==> src/hdl/biquad_cascade_bandpass_defines.svh <==
// ----------------------------------------------------------------------------
// biquad_cascade_bandpass_defines.svh
// Assertion macros for the biquad cascade band-pass filter.
// ----------------------------------------------------------------------------
`ifndef BIQUAD_CASCADE_BANDPASS_DEFINES_SVH
`define BIQUAD_CASCADE_BANDPASS_DEFINES_SVH

`ifndef ASSERT_OFF
// same-cycle implication, checked out of reset
`define BQC_ASSERT_IMP(lbl, ante, cons, msg) \
    lbl: assert property (@(posedge clk) disable iff (!rst_n) (ante) |-> (cons)) \
        else $error(msg);
// next-cycle implication, checked out of reset
`define BQC_ASSERT_NXT(lbl, ante, cons, msg) \
    lbl: assert property (@(posedge clk) disable iff (!rst_n) (ante) |=> (cons)) \
        else $error(msg);
`else
`define BQC_ASSERT_IMP(lbl, ante, cons, msg)
`define BQC_ASSERT_NXT(lbl, ante, cons, msg)
`endif

`endif

==> src/hdl/bqc_pkg.sv <==
// ----------------------------------------------------------------------------
// bqc_pkg
// Types, sizes and fixed coefficients of the biquad cascade band-pass filter.
// ----------------------------------------------------------------------------
package bqc_pkg;

    localparam int SECTIONS     = 4;
    localparam int SAMPLE_BITS  = 12;
    localparam int MAX_SECTIONS = 8;
    localparam int FRAC_BITS    = 16;
    localparam int COEF_FRAC    = 29;
    localparam int SEC_W        = (SECTIONS > 1) ? $clog2(SECTIONS) : 1;
    localparam int DLY_N        = 2 * SECTIONS;

    typedef logic signed [31:0] coef_t;
    typedef logic signed [39:0] data_t;
    typedef logic signed [43:0] acc_t;

    // coefficient order inside a row: b0, b1, b2, a1, a2 (Q3.29)
    localparam int CF_B0 = 0;
    localparam int CF_B1 = 1;
    localparam int CF_B2 = 2;
    localparam int CF_A1 = 3;
    localparam int CF_A2 = 4;

    localparam coef_t COEF_TAB [MAX_SECTIONS][5] = '{
        '{32'sd3947515, 32'sd7895030, 32'sd3947515, -32'sd512128411, 32'sd135889308},
        '{32'sd536870912, 32'sd1073741824, 32'sd536870912, -32'sd647448227,
          32'sd325120069},
        '{32'sd536870912, -32'sd1073741824, 32'sd536870912, -32'sd1061343569,
          32'sd524557214},
        '{32'sd536870912, -32'sd1073741824, 32'sd536870912, -32'sd1068757982,
          32'sd531968277},
        '{32'sd536870912, 32'sd0, 32'sd0, 32'sd0, 32'sd0},
        '{32'sd536870912, 32'sd0, 32'sd0, 32'sd0, 32'sd0},
        '{32'sd536870912, 32'sd0, 32'sd0, 32'sd0, 32'sd0},
        '{32'sd536870912, 32'sd0, 32'sd0, 32'sd0, 32'sd0}
    };

    localparam data_t DATA_MAX = {1'b0, {39{1'b1}}};
    localparam data_t DATA_MIN = {1'b1, {39{1'b0}}};

    function automatic data_t sat40(input acc_t v);
        data_t r;
        if (v > 44'(DATA_MAX))
            r = DATA_MAX;
        else if (v < 44'(DATA_MIN))
            r = DATA_MIN;
        else
            r = v[39:0];
        return r;
    endfunction

endpackage

==> src/hdl/biquad_cascade_bandpass.sv <==
// ----------------------------------------------------------------------------
// biquad_cascade_bandpass
// Eighth-order band-pass: cascaded direct-form-II biquads on one shared
// multiplier.
//
// Input channel (in_valid / in_ready / sample) takes one raw 12-bit converter
// reading per transaction. Output channel (out_valid / out_ready / filtered)
// returns one signed 14-bit result per sample, rounded and saturated.
// Each section forms five products (a1*d1, a2*d2, b0*w, b1*d1, b2*d2). Each
// product runs on the single 32x25 multiplier in phases: high partial,
// low partial, round, accumulate. in_ready is high only while the
// sequencer is idle, so the next sample can be accepted in the cycle
// after the result is loaded into the output register; a new sample is
// taken only once the previous one has been fully processed.
// The output register holds a result until it is taken; a new sample may
// still be accepted and processed, and its result waits in the last step
// until the output register is free.
// Reset clears all section delays to zero and empties the output register.
// ----------------------------------------------------------------------------
`include "biquad_cascade_bandpass_defines.svh"

module biquad_cascade_bandpass (
    input  logic        clk,
    input  logic        rst_n,
    input  logic        in_valid,
    output logic        in_ready,
    input  logic [11:0] sample,
    output logic        out_valid,
    input  logic        out_ready,
    output logic signed [13:0] filtered
);
    import bqc_pkg::*;

    localparam logic [1:0] S_IDLE = 2'd0;
    localparam logic [1:0] S_RUN  = 2'd1;
    localparam logic [1:0] S_DONE = 2'd2;

    localparam logic [2:0] OP_A1 = 3'd0;
    localparam logic [2:0] OP_A2 = 3'd1;
    localparam logic [2:0] OP_B0 = 3'd2;
    localparam logic [2:0] OP_B1 = 3'd3;
    localparam logic [2:0] OP_B2 = 3'd4;

    localparam logic [1:0] PH_HI  = 2'd0;
    localparam logic [1:0] PH_LO  = 2'd1;
    localparam logic [1:0] PH_SUM = 2'd2;
    localparam logic [1:0] PH_ACC = 2'd3;

    localparam logic [11:0] SAMPLE_MASK = 12'((20'd1 << SAMPLE_BITS) - 20'd1);
    localparam logic signed [71:0] RND_HALF = 72'sd1 <<< (COEF_FRAC - 1);

    logic [1:0]       state_reg, state_next;
    logic [2:0]       op_reg;
    logic [1:0]       phase_reg;
    logic [SEC_W-1:0] sec_reg;
    data_t            dly_reg [DLY_N];
    data_t            x_reg;
    data_t            w_reg;
    acc_t             acc_reg;
    acc_t             rnd_reg;
    logic signed [56:0] mul_reg;
    logic signed [71:0] sum_reg;
    logic             out_valid_reg;
    logic signed [13:0] filtered_reg;

    logic             in_fire;
    logic             out_free;
    logic             sec_last;
    coef_t            coef_sel;
    data_t            data_sel;
    logic signed [24:0] mul_b;
    logic signed [56:0] mul_full;
    logic signed [71:0] sum_full;
    acc_t             acc_base;
    acc_t             acc_calc;
    data_t            acc_sat;
    logic signed [40:0] out_rnd;
    logic signed [24:0] out_int;
    logic signed [13:0] filtered_next;
    logic [2:0]       coef_col;

    assign in_ready  = (state_reg == S_IDLE);
    assign in_fire   = in_valid && in_ready;
    assign out_free  = !out_valid_reg || out_ready;
    assign sec_last  = (sec_reg == SEC_W'(SECTIONS - 1));
    assign out_valid = out_valid_reg;
    assign filtered  = filtered_reg;

    // operand selection for the current product
    always_comb
    begin
        unique case (op_reg)
            OP_A1:   begin coef_col = 3'(CF_A1); data_sel = dly_reg[0]; end
            OP_A2:   begin coef_col = 3'(CF_A2); data_sel = dly_reg[1]; end
            OP_B0:   begin coef_col = 3'(CF_B0); data_sel = w_reg;      end
            OP_B1:   begin coef_col = 3'(CF_B1); data_sel = dly_reg[0]; end
            OP_B2:   begin coef_col = 3'(CF_B2); data_sel = dly_reg[1]; end
            default: begin coef_col = 3'(CF_B0); data_sel = w_reg;      end
        endcase
    end

    assign coef_sel = COEF_TAB[3'(sec_reg)][coef_col];

    // high phase multiplies the signed upper 24 bits, otherwise the low 16
    assign mul_b    = (phase_reg == PH_HI) ? {data_sel[39], data_sel[39:16]}
                                           : {9'd0, data_sel[15:0]};
    assign mul_full = coef_sel * mul_b;
    assign sum_full = sum_reg + 72'(mul_reg);

    always_comb
    begin
        case (op_reg)
            OP_A1:   acc_base = 44'(x_reg);
            OP_B0:   acc_base = '0;
            default: acc_base = acc_reg;
        endcase
        if (op_reg == OP_A1 || op_reg == OP_A2)
            acc_calc = acc_base - rnd_reg;
        else
            acc_calc = acc_base + rnd_reg;
        acc_sat = sat40(acc_calc);
    end

    // round the last section output to converter units
    always_comb
    begin
        out_rnd = 41'(x_reg) + (41'sd1 <<< (FRAC_BITS - 1));
        out_int = 25'(out_rnd >>> FRAC_BITS);
        if (out_int > 25'sd8191)
            filtered_next = 14'sd8191;
        else if (out_int < -25'sd8192)
            filtered_next = -14'sd8192;
        else
            filtered_next = out_int[13:0];
    end

    always_comb
    begin
        state_next = state_reg;
        unique case (state_reg)
            S_IDLE:
            begin
                if (in_fire)
                    state_next = S_RUN;
            end
            S_RUN:
            begin
                if (phase_reg == PH_ACC && op_reg == OP_B2 && sec_last)
                    state_next = S_DONE;
            end
            S_DONE:
            begin
                if (out_free)
                    state_next = S_IDLE;
            end
            default: state_next = S_IDLE;
        endcase
    end

    // control and filter state
    always_ff @(posedge clk or negedge rst_n)
    begin
        if (!rst_n)
        begin
            state_reg     <= S_IDLE;
            op_reg        <= OP_A1;
            phase_reg     <= PH_HI;
            sec_reg       <= '0;
            out_valid_reg <= 1'b0;
            for (int i = 0; i < DLY_N; i++)
                dly_reg[i] <= '0;
        end
        else
        begin
            state_reg <= state_next;
            if (in_fire)
            begin
                op_reg    <= OP_A1;
                phase_reg <= PH_HI;
                sec_reg   <= '0;
            end
            else if (state_reg == S_RUN)
            begin
                phase_reg <= phase_reg + 2'd1;
                if (phase_reg == PH_ACC)
                begin
                    if (op_reg == OP_B2)
                    begin
                        op_reg <= OP_A1;
                        if (!sec_last)
                            sec_reg <= sec_reg + SEC_W'(1);
                        // rotate so the next section's delay pair sits at the head
                        for (int i = 0; i < DLY_N - 2; i++)
                            dly_reg[i] <= dly_reg[i + 2];
                        dly_reg[DLY_N - 2] <= w_reg;
                        dly_reg[DLY_N - 1] <= dly_reg[0];
                    end
                    else
                    begin
                        op_reg <= op_reg + 3'd1;
                    end
                end
            end

            if (state_reg == S_DONE && out_free)
                out_valid_reg <= 1'b1;
            else if (out_ready)
                out_valid_reg <= 1'b0;
        end
    end

    // datapath
    always_ff @(posedge clk)
    begin
        if (in_fire)
            x_reg <= 40'(sample & SAMPLE_MASK) <<< FRAC_BITS;
        if (state_reg == S_RUN)
        begin
            unique case (phase_reg)
                PH_HI:
                begin
                    mul_reg <= mul_full;
                end
                PH_LO:
                begin
                    sum_reg <= (72'(mul_reg) <<< FRAC_BITS) + RND_HALF;
                    mul_reg <= mul_full;
                end
                PH_SUM:
                begin
                    rnd_reg <= 44'(sum_full >>> COEF_FRAC);
                end
                PH_ACC:
                begin
                    acc_reg <= acc_calc;
                    if (op_reg == OP_A2)
                        w_reg <= acc_sat;
                    if (op_reg == OP_B2)
                        x_reg <= acc_sat;
                end
                default: ;
            endcase
        end
        if (state_reg == S_DONE && out_free)
            filtered_reg <= filtered_next;
    end

    `BQC_ASSERT_NXT(a_start_clean, in_fire,
        state_reg == S_RUN && op_reg == OP_A1 && phase_reg == PH_HI && sec_reg == '0,
        "sequencer did not start at the first product of section zero")
    `BQC_ASSERT_IMP(a_op_range, state_reg == S_RUN,
        op_reg <= OP_B2 && sec_reg <= SEC_W'(SECTIONS - 1),
        "product or section counter out of range")
    `BQC_ASSERT_NXT(a_hold_result, state_reg == S_DONE && out_valid_reg && !out_ready,
        state_reg == S_DONE,
        "finished result left the done step while the output was blocked")
    `BQC_ASSERT_NXT(a_load_out, state_reg == S_DONE && out_free,
        out_valid_reg && state_reg == S_IDLE,
        "output register not loaded when the result was released")

endmodule
==> config.mk <==
export PLATFORM = sky130hd
export DESIGN_NAME = biquad_cascade_bandpass
export DESIGN_NICKNAME = d
export VERILOG_FILES = /design/src/hdl/bqc_pkg.sv /design/src/hdl/biquad_cascade_bandpass.sv
export VERILOG_INCLUDE_DIRS = /design/src /design/src/hdl
export SDC_FILE = /design/constraint.sdc
export NUM_CORES = 2
export LEC_CHECK = 0
export BUFFER_PORTS_ARGS = -buffer_cell sky130_fd_sc_hd__buf_2
export CORE_ASPECT_RATIO = 0.6
export CORE_MARGIN = 4
export CORE_UTILIZATION = 40
export CTS_CLUSTER_SIZE = 24
export DETAILED_ROUTE_END_ITERATION = 7
export PLACE_DENSITY_LB_ADDON = 0.2
export RECOVER_POWER = 100
export SKIP_LAST_GASP = 1
export SLEW_MARGIN = 20
export SYNTH_ARGS = -nofsm -noshare
export SYNTH_HDL_FRONTEND = slang
export SYNTH_SLANG_ARGS = --single-unit
==> constraint.sdc <==
create_clock -name clk -period 26.9 [get_ports clk]
set_clock_uncertainty 0.1 [all_clocks]
set_input_delay 2.69 -clock clk [delete_from_list [all_inputs] [get_ports clk]]
set_output_delay 2.69 -clock clk [all_outputs]
set_load 0.03 [all_outputs]
* Word-level counts from Yosys, hierarchy flattened
Memories as Yosys holds them, arrays and structs flattened.
Index checks and enable logic that the tools add are counted.
** Operators by class
- $add $sub $neg :: 8
- Multiply operators :: 1
- Order comparisons :: 6
- Equality and inequality tests :: 14
- Muxes and demuxes :: 34
- Bitwise logic cells :: 3
- Reductions and logical operators :: 26
** Operators by type and width (number)
- $mux 160 :: 2
- $mux 40 :: 6
- $bmux 32 s3 :: 1
- $pmux 44 s2 :: 1
- $pmux 40 s2 :: 1
- $add 72x30->72 const B :: 1
- $add 72x57->72 :: 1
- $mux 32 :: 2
- $mul 32x25->57 :: 1
- $add 44x43->44 :: 1
- $gt 44x40->1 const B :: 1
- $lt 44x40->1 const B :: 1
- $mux 44 :: 1
- $sub 44x43->44 :: 1
- $add 40x17->41 const B :: 1
- $gt 25x14->1 const B :: 1
- $lt 25x14->1 const B :: 1
- $mux 25 :: 1
- $mux 2 :: 10
- $mux 14 :: 1
- $mux 3 :: 4
- $pmux 3 s4 :: 1
- $reduce_and 2->1 :: 5
- $eq 2x2->1 const B :: 4
- other kinds (23) :: 42
** Word-level totals
- Flip-flop bits (word level) :: 640
- ROM bits :: 1280
- Bits of input ports :: 16
- Word-level logic and storage cells :: 113
- Memories kept :: 1
** Memory list
- (name not given) :: words 8, bits a word 160, read ports 1, clocked after Yosys merged registers in 0, write ports 0, line biquad_cascade_bandpass.sv:102 : assign coef_sel = COEF_TAB[3'(sec_reg)][coef_col];

* Longest topological paths before layout
- Word-level depth :: 10
- Mapped depth :: 40
- Gate-level depth less buffers :: 37

* Least setup slack after synthesis
No wires, ideal clock.
- Path type :: reg-to-reg
- Start :: reg phase_reg[0]
- End :: reg mul_reg[55] (data pin)
- Arrival time :: 9.235 ns
- Slack :: 17.304 ns
- Cell stages (with the launch flop) :: 35
- Cell sequence :: dfrtp_1 > inv_1 > ha_1 > clkbuf_1 > clkbuf_1 > clkbuf_1 > mux2i_1 > nor2_1 > nor3_1 > clkbuf_1 > nor2_1 > fa_1 > inv_1 > fa_1 > inv_1 > fa_1 > fa_1 > fa_1 > fa_1 > inv_1 > fa_1 > inv_1 > ha_1 > clkbuf_1 > a21oi_1 > o21ai_0 > a2111oi_0 > nor3_1 > a211oi_1 > o31ai_1 > a41o_1 > a21bo_2 > and3_1 > a211oi_1 > xnor2_1
** On the way
- Cells in the longest elaborated chain, start to end :: 3
** Ends and longest elaborated chain
- start: declaration :: line biquad_cascade_bandpass.sv:54 : logic [1:0] phase_reg;
- start signal: assignment :: line biquad_cascade_bandpass.sv:184 : phase_reg <= phase_reg + 2'd1;
- $logic_not 2->1 :: line biquad_cascade_bandpass.sv:105 : assign mul_b = (phase_reg == PH_HI) ? {data_sel[39], data_sel[39:16]}
- $mux 25 :: line biquad_cascade_bandpass.sv:105
- $mul 32x25->57 :: line biquad_cascade_bandpass.sv:107 : assign mul_full = coef_sel * mul_b;
- named net mul_full[55] :: line biquad_cascade_bandpass.sv:72 : logic signed [56:0] mul_full;
- end signal: assignment :: line biquad_cascade_bandpass.sv:222 : mul_reg <= mul_full;
- end signal: assignment :: line biquad_cascade_bandpass.sv:227 : mul_reg <= mul_full;
- end: declaration :: line biquad_cascade_bandpass.sv:61 : logic signed [56:0] mul_reg;
The timed path passes the listed nets, and every way through them passes these cells.
A chain may end at the register's enable or synchronous reset.

* Final worst setup path
- Start :: reg op_reg[0]
- End :: reg mul_reg[56] (data pin)
** On the way
- Cells in the longest elaborated chain, start to end :: 7
** Ends and longest elaborated chain
- start: declaration :: line biquad_cascade_bandpass.sv:53 : logic [2:0] op_reg;
- start signal: assignment :: line biquad_cascade_bandpass.sv:200 : op_reg <= op_reg + 3'd1;
- $eq 3x3->1, or another cell as far along :: line biquad_cascade_bandpass.sv:92 : unique case (op_reg)
- $pmux 3 s4 :: line biquad_cascade_bandpass.sv:92
- $not 3->4 (implied by the code) :: line biquad_cascade_bandpass.sv:102
- $bmux 32 s3 :: line biquad_cascade_bandpass.sv:102
- $mux 32 (implied by the code) (2 in series) :: line biquad_cascade_bandpass.sv:102
- $mul 32x25->57 (*) :: line biquad_cascade_bandpass.sv:107
- named net mul_full[56] :: line biquad_cascade_bandpass.sv:72
The timed path passes the listed nets; every way through them passes the cells marked *. The select of a mux whose other input is x is not followed.

==> out/qor.txt <==
Worst EP arrival = 16.73 ns
Crit. End Element = register
violated checks = capacitance limit, slew limit
Syn Inst Count = 6,381
HP Class = register to register
Max Slew Vio Count = 1,401
Setup TNS = 0 ns
number of buffers created by CTS = 60
sequential element share of the synthesized area = 28.71%
Pre-Repair DR Iteration Count = 7
htree depth = 2
Syn-to-layout area delta = 7.780%
type of the worst setup path = register to register
main flop type after synthesis = dfrtp_1
Largest stage delay, worst path = 1.70 ns
Worst Path Buf+Inv = 8
core area = 0.1445 sq mm
layout cells sized above 1 = 4.203%
port buffer count = 31
Worst-Margin Slew = 9.622 ns
RR Startpoint = op_reg[0]
# clock sinks = 624
Most common cell on crit path = fa_1
Vias = 44,350
Detail Placement HPWL = 148,800 microns
final hold vios = 0
Metal-1 WL = 92,710 microns
Syn Nets = 7,487
Critical Path Source = op_reg[0]
CP required = 27.21 ns
Synth Area in XOR/XNOR = 3.584%
Die W = 500.1 microns
vias in the first global route = 43,540
Clock Latency Late Sink = 0.68 ns
grt ovf = 0
worst-path fanout max = 42
clk root buf = clkbuf_16
largest family of logic cells by synthesized area = adder cells
Largest register FFs = 320
routed wire length = 192,000 microns
area occupied by registers = 0.01669 sq mm
slew margin rel. = -541.5%
ys async rst share = 52.88%
Die Y = 303.3 microns
synthesized area per cell = 9.109 sq um
Final Setup Violations = 0
Compound-Gate Fraction of Synth Area = 8.417%
drt drc = 0
largest net degree at the start of global routing = 225
clk slew on worst S/H paths = 0.07 ns
synth unique cells = 79
Vias per Instance = 5.355
Critical Path Source Type = register
Routed Antenna Nets = 0
HP Start = mul_reg[11]
placed insts = 8,164
Post-synth EDFFs = 254
Resized Gates After CTS = 0
Synth Area in Simple Gates = 16.76%
TritonCTS clock tree = yes
met2 routed WL = 70,690 microns
Ys Warns = 0
1st-iter DRT viols = 5,544
metal3 WL = 24,500 microns
top sig layer = met5
Setup Buffers After CTS = 0
IO Count = 32
initial antenna violation count = 9
Area after DPL = 0.06071 sq mm
fin cells = 8,283
CP max stage cell = clkbuf_1
Mapped Area = 0.05812 sq mm
RSZ-0062 raised after global routing = false
area occupied by multi-input gates = 0.03704 sq mm
wire per inst = 23.18 microns
outcome = complete, but fails checks
synthesized-area fraction occupied by adder cells = 33.75%
Synth Register Bits = 624
CTS Hold Bufs = 0
GRT Total Usage = 25.48%
CP delay by family, top = compound AO/OA/AOI/OAI gates
Clock Path Buffers = 3
FP Rows = 108
max-cap violation count = 24
Placer Congestion = 0.9565
min cycle time layout = 16.42 ns
Initial Util = 40.24%
Achievable Freq = 60.89 MHz
Final period util = 61.06%
fillcell total = 14,320
cell area after layout = 0.06265 sq mm
post-synthesis mux area share = 0.8611%
first-pass GRT wire length = 288,700 microns
die area = 0.1517 sq mm
Nets = 7,408
[per-layer routing]
metal | vias up | GRT usage, %
li1 | 19880 | -
met3 | 220 | 8.742
met2 | 2141 | 32.46
met5 | - | 0.3756
met1 | 22110 | 40.98
met4 | 6 | 4.534
[placed cells by master, fill, tap and decap left out, drive strengths merged, types with 36 or more instances in the layout]
cell type  Yosys  routed
nand2       1463    1463
inv          924     926
fa           796     796
nor2         623     623
dfrtp        330     330
ha           294     294
edfxtp       254     254
a21oi        205     205
o21ai        181     181
xnor2        159     159
clkbuf       262     130
buf           28     109
a21o          89      89
xor2          78      78
nand3         63      63
mux2i         50      50
a31oi         49      49
a22o          41      41
dfxtp         40      40
and3          39      39
nand2b        37      37
nor3          36      36
[final cells by class]
| class | instances | area share [%] |
|---|---|---|
| inverters | 926 | 5.548 |
| diodes | 5 | 0.01997 |
| multi-input cells | 4541 | 59.12 |
| flip-flops and latches | 624 | 26.64 |
| clock inverters | 23 | 0.4873 |
| well taps | 1925 | 3.845 |
| clock buffers | 90 | 2.838 |
| repair buffers | 149 | 1.506 |
[cells in the mapped netlist (all sizes together), types with 16 or more instances]
master	number	area, sq um
nand4	22	143.9
a211oi	16	120.1
o211ai	19	142.6
buf	28	146.4
o21a	20	150.1
o21bai	24	180.2
a22o	41	359.1
nor3	36	201.5
nand2	1463	5492
clkbuf	262	983.4
nand3	63	320.3
o22ai	18	112.6
edfxtp	254	7627
xor2	78	683.2
nor2	623	2338
dfrtp	330	8258
mux2i	50	500.5
inv	924	3468
a21oi	205	1026
a21o	89	668.1
nand2b	37	231.5
and2	24	150.1
dfxtp	40	800.8
or3	24	150.1
and3	39	244.0
fa	796	15940
o21ai	181	909.6
a31oi	49	306.5
nor2b	34	212.7
ha	294	3679
xnor2	159	1400
[per-stage QoR]
stage / util, % / hold slack, ns / setup WS (ns)
3_5_place_dp: 42.03 / 0.3045 / 15.04
3_3_place_gp: 42.02 / 0.3057 / 15.19
6_report: 43.37 / 0.3188 / 10.48
4_1_cts: 43.47 / 0.3183 / 14.97
2_1_floorplan: - / 0.3003 / 17.30
5_1_grt: 43.36 / 0.3219 / 9.750
[worst reg2reg max path, delay by kind of cell (launching register included)]
kind / cells / cell delay [ns]
adders and majority gates: 9 / 4.17
buffers and inverters: 8 / 4.70
and+or+nand+nor: 5 / 1.41
DFF: 1 / 0.45
AOI/OAI and AO/OA: 11 / 5.23
xor gates and xnor gates: 1 / 0.08
[logic make-up after synthesis]
group | Yosys count
and+or+nand+nor | 2397
buffers and inverters | 1216
xor gates and xnor gates | 237
adders and majority gates | 1090
DFF | 624
AOI/OAI and AO/OA | 767
muxes | 50
[path summary, 6_finish.rpt]
kind / depth (start not counted) / slack (ns) / end
setup reg to reg: 34 / 10.48 / mul_reg[56]
hold / removal: 0 / 0.32 / sum_reg[27]
min in group asynchronous: 1 / 3.97 / out_valid
hold reg to reg: 0 / 0.32 / sum_reg[27]
max in group asynchronous: 2 / 16.62 / dly_reg[171]
setup / recovery: 34 / 10.48 / mul_reg[56]
Power is not shown: default switching activity piles up to over one toggle a cycle in this logic, so the estimate is an artifact.
